==> config.mk <==
export PLATFORM = sky130hd
export DESIGN_NAME = sorted_priority_queue
export DESIGN_NICKNAME = d
export VERILOG_FILES = /design/src/rtl/spq_pkg.sv /design/src/rtl/spq_cell.sv /design/src/rtl/sorted_priority_queue.sv
export SDC_FILE = /design/constraint.sdc
export NUM_CORES = 1
export LEC_CHECK = 0
export BUFFER_PORTS_ARGS = -buffer_cell sky130_fd_sc_hd__buf_2
export CAP_MARGIN = 15
export CORE_MARGIN = 2
export CORE_UTILIZATION = 45
export CTS_CLUSTER_SIZE = 28
export DETAILED_ROUTE_END_ITERATION = 12
export GPL_TIMING_DRIVEN = 0
export PLACE_DENSITY = 0.65
export SYNTH_ARGS = -nofsm -noshare
export SYNTH_HDL_FRONTEND = slang
export SYNTH_HIERARCHICAL = 1
export SYNTH_SLANG_ARGS = --single-unit
==> constraint.sdc <==
create_clock -name clk -period 5.92 [get_ports clk]
set_input_delay 0.888 -clock clk [delete_from_list [all_inputs] [get_ports clk]]
set_output_delay 0.888 -clock clk [all_outputs]
set_load 0.03 [all_outputs]
==> src/rtl/spq_pkg.sv <==
`default_nettype none

package spq_pkg;

  // Field widths
  localparam int unsigned PRI_W   = 8;
  localparam int unsigned TAG_W   = 16;
  localparam int unsigned STAT_W  = 2;
  localparam int unsigned FILL_W  = 4;

  // Action codes (input tuser)
  localparam logic ACT_ENQ = 1'b0;
  localparam logic ACT_DEQ = 1'b1;

  // Result status codes
  localparam logic [STAT_W-1:0] ST_DONE  = 2'd0;
  localparam logic [STAT_W-1:0] ST_FULL  = 2'd1;
  localparam logic [STAT_W-1:0] ST_EMPTY = 2'd2;

  // One held entry
  typedef struct packed {
    logic [PRI_W-1:0] pri;
    logic [TAG_W-1:0] tag;
  } entry_t;

  // Command broadcast to every cell in the chain
  typedef struct packed {
    logic             enq;   // accepted enqueue, queue not full
    logic             deq;   // accepted dequeue, queue not empty
    logic [PRI_W-1:0] pri;
    logic [TAG_W-1:0] tag;
  } cmd_t;

endpackage

`default_nettype wire

==> src/rtl/spq_cell.sv <==
`default_nettype none

module spq_cell (
  input  wire logic           clk,
  input  wire spq_pkg::cmd_t  cmd,        // broadcast command
  input  wire logic           occ,        // this slot holds an entry
  input  wire logic           left_gt,    // left neighbor is empty or holds a larger priority
  input  wire spq_pkg::entry_t left_ent,  // left neighbor's entry
  input  wire spq_pkg::entry_t right_ent, // right neighbor's entry
  output spq_pkg::entry_t     ent,        // this cell's entry
  output logic                gt          // new item goes at or before this slot
);

  spq_pkg::entry_t ent_r;

  // Empty slots count as larger, so the new item lands at the end of the run
  assign gt  = !occ || (ent_r.pri > cmd.pri);
  assign ent = ent_r;

  // Insert / shift right on enqueue, shift left on dequeue
  always_ff @(posedge clk) begin
    if (cmd.enq) begin
      if (gt) begin
        if (left_gt) begin
          ent_r <= left_ent;
        end else begin
          ent_r.pri <= cmd.pri;
          ent_r.tag <= cmd.tag;
        end
      end
    end else if (cmd.deq) begin
      ent_r <= right_ent;
    end
  end

endmodule

`default_nettype wire

==> src/rtl/sorted_priority_queue.sv <==
// Sorted priority queue, held in a chain of compare cells.
//
// Input channel (in_*): one item is an operation. in_tuser selects it:
// enqueue (priority in_tdata[7:0], tag in_tdata[23:8]) or dequeue.
// Output channel (out_*): exactly one result item per input item, carrying
// status, a valid flag for a returned entry, its priority and tag, and the
// entry count after the operation.
//
// Every cell compares its priority with the broadcast new priority and
// keeps its entry, loads the new item, takes its left neighbor's entry or
// takes its right neighbor's entry. The result is registered, so out_tvalid
// rises in the cycle after acceptance; throughput is one item per cycle
// while the receiver does not stall, set by the single output register.
//
// Reset clears the entry count and the output valid flag; the queue starts
// empty. While the receiver stalls, the result holds in the output register
// and in_tready is low until it is taken; in_tready follows out_tready
// combinationally when a result is waiting.
`default_nettype none

module sorted_priority_queue #(
  parameter int unsigned DEPTH = 8
) (
  input  wire logic        clk,
  input  wire logic        rst_n,
  // input items
  input  wire logic        in_tvalid,
  output logic             in_tready,
  input  wire logic [23:0] in_tdata,   // priority_req[7:0], payload[23:8]
  input  wire logic [0:0]  in_tuser,   // action[0]
  // result items
  output logic             out_tvalid,
  input  wire logic        out_tready,
  output logic [31:0]      out_tdata,  // out_priority[7:0], out_payload[23:8],
                                       // fill_count[27:24], zero[31:28]
  output logic [2:0]       out_tuser   // status[1:0], out_valid[2]
);

  localparam int unsigned CW = $clog2(DEPTH + 1);

  logic [CW-1:0]   cnt_r;
  logic [CW-1:0]   cnt_nxt;
  logic            full;
  logic            empty;
  logic            acc;
  spq_pkg::cmd_t   cmd;
  spq_pkg::entry_t ent [DEPTH];
  logic            gt  [DEPTH];

  logic [spq_pkg::STAT_W-1:0] stat;
  logic                       rvalid;
  logic [spq_pkg::PRI_W-1:0]  rpri;
  logic [spq_pkg::TAG_W-1:0]  rtag;
  logic [CW+3:0]              cnt_ext;

  logic        out_tvalid_r;
  logic [31:0] out_tdata_r;
  logic [2:0]  out_tuser_r;

  // Handshake
  assign in_tready = !out_tvalid_r || out_tready;
  assign acc       = in_tvalid && in_tready;
  assign full      = (cnt_r >= CW'(DEPTH));
  assign empty     = (cnt_r == '0);

  // Command to the chain
  always_comb begin
    cmd.enq = acc && (in_tuser[0] == spq_pkg::ACT_ENQ) && !full;
    cmd.deq = acc && (in_tuser[0] == spq_pkg::ACT_DEQ) && !empty;
    cmd.pri = in_tdata[7:0];
    cmd.tag = in_tdata[23:8];
  end

  // Cell chain
  for (genvar i = 0; i < DEPTH; i++) begin : g_cell
    logic            occ;
    logic            lgt;
    spq_pkg::entry_t lent;
    spq_pkg::entry_t rent;

    assign occ = (CW'(i) < cnt_r);

    if (i == 0) begin : g_head
      assign lgt  = 1'b0;
      assign lent = ent[i];
    end else begin : g_mid
      assign lgt  = gt[i-1];
      assign lent = ent[i-1];
    end

    if (i == DEPTH - 1) begin : g_tail
      assign rent = ent[i];
    end else begin : g_body
      assign rent = ent[i+1];
    end

    spq_cell u_cell (
      .clk       (clk),
      .cmd       (cmd),
      .occ       (occ),
      .left_gt   (lgt),
      .left_ent  (lent),
      .right_ent (rent),
      .ent       (ent[i]),
      .gt        (gt[i])
    );
  end

  // Entry count
  always_comb begin
    cnt_nxt = cnt_r;
    if (cmd.enq) begin
      cnt_nxt = cnt_r + CW'(1);
    end else if (cmd.deq) begin
      cnt_nxt = cnt_r - CW'(1);
    end
  end

  always_ff @(posedge clk) begin
    if (!rst_n) begin
      cnt_r <= '0;
    end else begin
      cnt_r <= cnt_nxt;
    end
  end

  // Result fields
  always_comb begin
    stat   = spq_pkg::ST_DONE;
    rvalid = 1'b0;
    rpri   = '0;
    rtag   = '0;
    if (in_tuser[0] == spq_pkg::ACT_ENQ) begin
      if (full) begin
        stat = spq_pkg::ST_FULL;
      end
    end else if (empty) begin
      stat = spq_pkg::ST_EMPTY;
    end else begin
      rvalid = 1'b1;
      rpri   = ent[0].pri;
      rtag   = ent[0].tag;
    end
  end

  assign cnt_ext = {4'b0000, cnt_nxt};

  // Output register
  always_ff @(posedge clk) begin
    if (!rst_n) begin
      out_tvalid_r <= 1'b0;
    end else if (acc) begin
      out_tvalid_r <= 1'b1;
    end else if (out_tready) begin
      out_tvalid_r <= 1'b0;
    end
  end

  always_ff @(posedge clk) begin
    if (acc) begin
      out_tdata_r <= {4'b0000, cnt_ext[3:0], rtag, rpri};
      out_tuser_r <= {rvalid, stat};
    end
  end

  assign out_tvalid = out_tvalid_r;
  assign out_tdata  = out_tdata_r;
  assign out_tuser  = out_tuser_r;

endmodule

`default_nettype wire

==> flow_summary.toml, run 1 <==
[timing]
final_max_slew_viol_count = 0
fin_worst_skew_ns = 0.0144
max_freq_mhz = 297
relSlewSlack_pct = 38.4
setup_viol = 0
setup_ws_ns = 2.55
rsz0062_at_grt = "false"
hold_viol_final = 0
period_minus_slack_ns = 3.37
fin_crit_sh_pct = 57.0
tightest_slew_ns = 0.918
fin_setup_tns_ns = 0

[drt]
vias = 9016
first_iter_violations = 415
avgRoutedWirePerCell_um = 16.8
firstDrtPassIters = 5
drc = 0
ant_nets = 0
drt-total-wl_um = 29200
vias_per_cell = 5.20

[min_path]
hp-class = "reg2reg"
hold_depth = 2
min_to = "g_cell[6].u_cell/ent[9]"
min_from = "g_cell[7].u_cell/ent[9]"

[clock_tree]
cts-resized-gates = 0
cts_inserted_buffers = 25
clkLatencyLatePin_ns = 0.53
cts_tree = "done"
htree_levels = 1
path_clk_slew_ns = 0.06
max-clock-path-buffers = 3
cts_hold_buf = 0
cts_setup_buffers = 0
clockRootBuffer = "clkbuf_16"
cts.sinks = 228

[power_and_ir_drop]
p_leak_nw = 7.03
power_mw = 4.57
peakVddDrop_mv = 0.205
power_density_nw_per_um2 = 304

[setup_path]
cpMostUsedCell = "buf_2"
r2r-start = "cnt_r[3]"
cp.arrival_ns = 3.60
path_cells = "buf_2 -> buf_2 -> clkbuf_1 -> nor3_2 -> buf_2 -> buf_2 -> nor2_1 -> a31oi_2 -> buf_8"
critical_path_class = "in2reg"
r2r_slack_ns = 2.69
max_stage_delay_ns = 0.80
slowest_stage = "nor3_2"
r2r_cells = 7
cp_max_fo = 17
worstReg2RegEnd = "g_cell[7].u_cell/ent[8]"
critPathLaunchType = "input port"
end_kind = "flip-flop"
worstPathRequired_ns = 6.15

[place]
io_buffer_count = 61
dp_slack_ns = 1.99
globalplace.congestion = 0.850
place_hpwl_um = 23200

[global_route]
grt_antenna_before_repair = 0
grt_pass1_wl_um = 47300
gr-total-overflow = 0
grt_pass1_vias = 9074
grt_start_max_net_pins = 39
track_usage_pct = 19.1

[synthesis]
syn_area_um2 = 13300
yosys_warnings = 6
avgSynthCellArea_um2 = 10.8
synthCells = 1231

[floorplanning]
start_util_pct = 45.9
die_w_um = 176
core_um2 = 28900
die_area_um2 = 30900
io_pins = 66
rows = 62
die_h_um = 176

[cells_and_area]
final_nets = 1428
nFillCells = 2625
fin_util_pct = 52.0
syn_to_final_growth_pct = 13.1
drive_gt1_share_pct = 13.6

[outcome]
outcome = "completed"

[run]
drv_cap = 0
[stage by stage]
step / std cells / area (um2) / hold WS (ns)
global route: 1734 / 15000 / 0.597
floorplan: 1235 / 13300 / 0.562
global placement: 1680 / 14100 / 0.577
detailed placement: 1688 / 14200 / 0.583
CTS: 1734 / 15000 / 0.586
finish: 1735 / 15000 / 0.597
[metal layers]
metal  GRT usage [%]  vias to the layer above  wire length, um  part of all wire (%)
met2            31.7                      197            13500                    46
met3            2.10                       49             1110                   3.8
li1                -                     4615                -                     -
met5               0                        -                0                     0
met4            5.34                        0              716                   2.5
met1            26.7                     4155            13900                    48
[layout by cell type, fill, tap and decap left out, types with 24 or more instances in the layout]
cell,count
clkbuf_1,36
buf_2,74
and3_1,24
ha_1,68
nand2_1,42
clkbuf_16,25
inv_1,79
mux2i_1,192
edfxtp_1,223
nor2_1,212
a21oi_1,212
[cell type report]
type                       count  area, um2  area share [%]
tap                          384        480            3.20
inverter                      81        304            2.02
clock inverter                10       82.6           0.549
timing repair buffer          69        399            2.65
buffer                        84        607            4.04
clock buffer                  36        707            4.70
multi-input combinational    842       5660            37.6
antenna                        1       2.50          0.0166
sequential                   228       6800            45.2
[power breakdown]
part / switching, mW / leakage [nW] / internal, mW / total (mW)
logic: 0.564 / 4.50 / 0.371 / 0.935
registers: 0.121 / 2.14 / 2.02 / 2.15
clock network: 0.618 / 0.387 / 0.873 / 1.49
total: 1.30 / 7.03 / 3.27 / 4.57
[worst max-delay path: cells and delay by family]
family          cells  cell delay [ns]
buf+inv             6             1.27
compound gates      1             0.54
simple gates        2             0.89
[registers in the layout (all words and copies together) (netlist names)]
| register | flops |
|---|---|
| out_tdata | 28 |
| g_cell.u_cell/ent | 192 |
| out_tuser | 3 |
| out_tvalid | 1 |
| cnt_r | 4 |
[worst max-delay path by stage]
stage	slack, ns	from	to	depth (start not counted)
after floorplan	1.48	out_tready	g_cell[7].u_cell/ent[0]	7
after global placement	0.36	in_tuser	g_cell[7].u_cell/ent[11]	8
after detailed placement	1.99	in_tuser	g_cell[7].u_cell/ent[11]	9
after CTS	2.53	in_tuser	g_cell[7].u_cell/ent[6]	9
after global routing	2.39	in_tuser	g_cell[7].u_cell/ent[6]	9
final	2.55	in_tuser	g_cell[7].u_cell/ent[8]	9
Power figures use the tool's default switching activity.
==> inputs of run 2 (changes only) <==
PLACE_DENSITY = 0.67   (was 0.65)
clock period = 2.7 ns   (was 5.92 ns; I/O delays follow)
==> flow_summary.toml, run 2 (synthesis gave the netlist of run 1 again) <==
[outcome]
outcome = "completed"

[power_and_ir_drop]
peakVddDrop_mv = 0.479
netSwitchingPower_mw = 2.99
internal_power_mw = 7.33
power_density_nw_per_um2 = 663
power_frac_seq_pct = 45.5
clkPwrFrac_pct = 32.5
netSwitchingFraction_pct = 28.9
p_leak_nw = 7.16
combPwrFrac_pct = 22.0

[setup_path]
r2r_cells = 9
critPathLaunchType = "flip-flop"
r2r-start = "g_cell[1].u_cell/ent[19]"
worstPathRequired_ns = 2.95
cp.arrival_ns = 2.86
cp_max_fo = 10
crit_path_start = "g_cell[1].u_cell/ent[19]"
worstReg2RegEnd = "g_cell[2].u_cell/ent[11]"
critical_path_class = "reg2reg"
end_kind = "flip-flop"
r2r_slack_ns = 0.09

[timing]
fin_crit_sh_pct = 96.7
max_freq_mhz = 383
relSlewSlack_pct = 45.4
final_max_slew_viol_count = 0
fin_setup_tns_ns = 0
period_minus_slack_ns = 2.61
hold_viol_final = 0
tightest_slew_ns = 0.811
setup_viol = 0
fin_worst_skew_ns = 0.00877

[cells_and_area]
final_common_cell = "edfxtp_1"
final_nets = 1444
insertedDiodeCount = 0
drive_gt1_share_pct = 16.3
largest_reg_flops = 192
syn_to_final_growth_pct = 17.0
fin_util_pct = 53.8
layout_common_cells = "edfxtp_1 (223), nor2_1 (212), a21oi_1 (211), mux2i_1 (189), inv_1 (79)"

[clock_tree]
cts_hold_buf = 0
cts.sinks = 228
htree_levels = 1
cts_inserted_buffers = 25
cts_tree = "done"
clkLatencyLatePin_ns = 0.52
path_clk_slew_ns = 0.06
clockRootBuffer = "clkbuf_16"
max-clock-path-buffers = 3

[place]
place_hpwl_um = 22900
globalplace.congestion = 0.816
io_buffer_count = 61

[min_path]
hold_depth = 2
min_to = "cnt_r[0]"
min_from = "rst_n"
hp-class = "in2reg"

[floorplanning]
die_area_um2 = 30900
core_um2 = 28900
start_util_pct = 45.9
die_h_um = 176
rows = 62
die_w_um = 176
io_pins = 66

[drt]
firstDrtPassIters = 5
first_iter_violations = 502
avgRoutedWirePerCell_um = 17.0
vias_per_cell = 5.24
vias = 9173
drc = 0
ant_nets = 0
drt-total-wl_um = 29800

[global_route]
grt_antenna_before_repair = 0
grt_pass1_wl_um = 47000
track_usage_pct = 19.0
gr-total-overflow = 0
grt_start_max_net_pins = 39
grt_pass1_vias = 9036

[run]
drv_cap = 0
-- run 2: cell count changes in the layout (fill, tap and decap cells not counted), sizes merged, moves of 2 or more --
| cell | previous run | this run |
|---|---|---|
| a31oi | 10 | 18 |
| buf | 110 | 116 |
| clkinv | 6 | 12 |
| clkbuf | 79 | 75 |
| bufinv | 1 | 3 |
-- run 2: worst max path at each step --
stage	cells past startpoint	slack, ns	to
after global routing	9	-0.02	g_cell[2].u_cell/ent[11]
after detailed placement	8	-0.53	g_cell[7].u_cell/ent[7]
after floorplan	7	0.14	g_cell[7].u_cell/ent[0]
final	9	0.09	g_cell[2].u_cell/ent[11]
after global placement	8	-0.51	g_cell[7].u_cell/ent[7]
after CTS	9	0.006	g_cell[4].u_cell/ent[12]
-- run 2: power by group through the flow --
stage                     clock (mW)  combinational, mW  sequential, mW
final                           3.35               2.27            4.69
after global placement             0               2.00            4.75
after global routing            3.55               2.51            4.74
after CTS                       3.42               2.18            4.69
after detailed placement           0               2.05            4.77
after floorplan                    0               1.49            4.75
-- run 2: per-layer routing --
| layer | GRT usage [%] | up-vias | share of wire [%] |
|---|---|---|---|
| met5 | 0 | - | 0 |
| met4 | 4.92 | 0 | 2.2 |
| met3 | 2.19 | 51 | 5.0 |
| met2 | 31.9 | 233 | 47 |
| met1 | 26.3 | 4216 | 46 |
| li1 | - | 4673 | - |
-- run 2: per-stage QoR --
step	cell area, um2	hold slack (ns)	total power [mW]	worst slack (ns)	cells
CTS	15300	0.124	10.3	0.00633	1734
finish	15600	0.143	10.3	0.0904	1750
floorplan	13400	0.527	6.24	0.143	1235
global placement	14200	0.554	6.75	-0.506	1680
detailed placement	14200	0.560	6.82	-0.529	1680
global route	15600	0.137	10.8	-0.0243	1750
-- run 2: worst max-delay path, cell delays in order (launching register included) --
cell      delay [ns]
edfxtp_1        0.44
ha_1            0.33
a21oi_2         0.16
nor2_1          0.08
o41ai_4         0.47
nand2_1         0.12
buf_4           0.22
buf_4           0.20
mux2i_2         0.22
a21oi_1         0.10
-- run 2: cell type report --
type                    instances  area, um2
flip-flops and latches        228       6800
clock buffers                  30        644
multi-input cells             850       6090
well taps                     384        480
clock inverters                16        163
plain buffers                  84        623
fillers                      2535      13400
inverters                      81        307
repair buffers                 77        450
-- run 2: timing repair --
action / in CTS / in global routing
endpoints found under the hold margin: 0 / 0
gates resized for setup: 23 / 20
gates cloned: 8 / 0
buffers inserted: 0 / 16
setup endpoints to repair: 320 / 311
pin swaps: 0 / 6
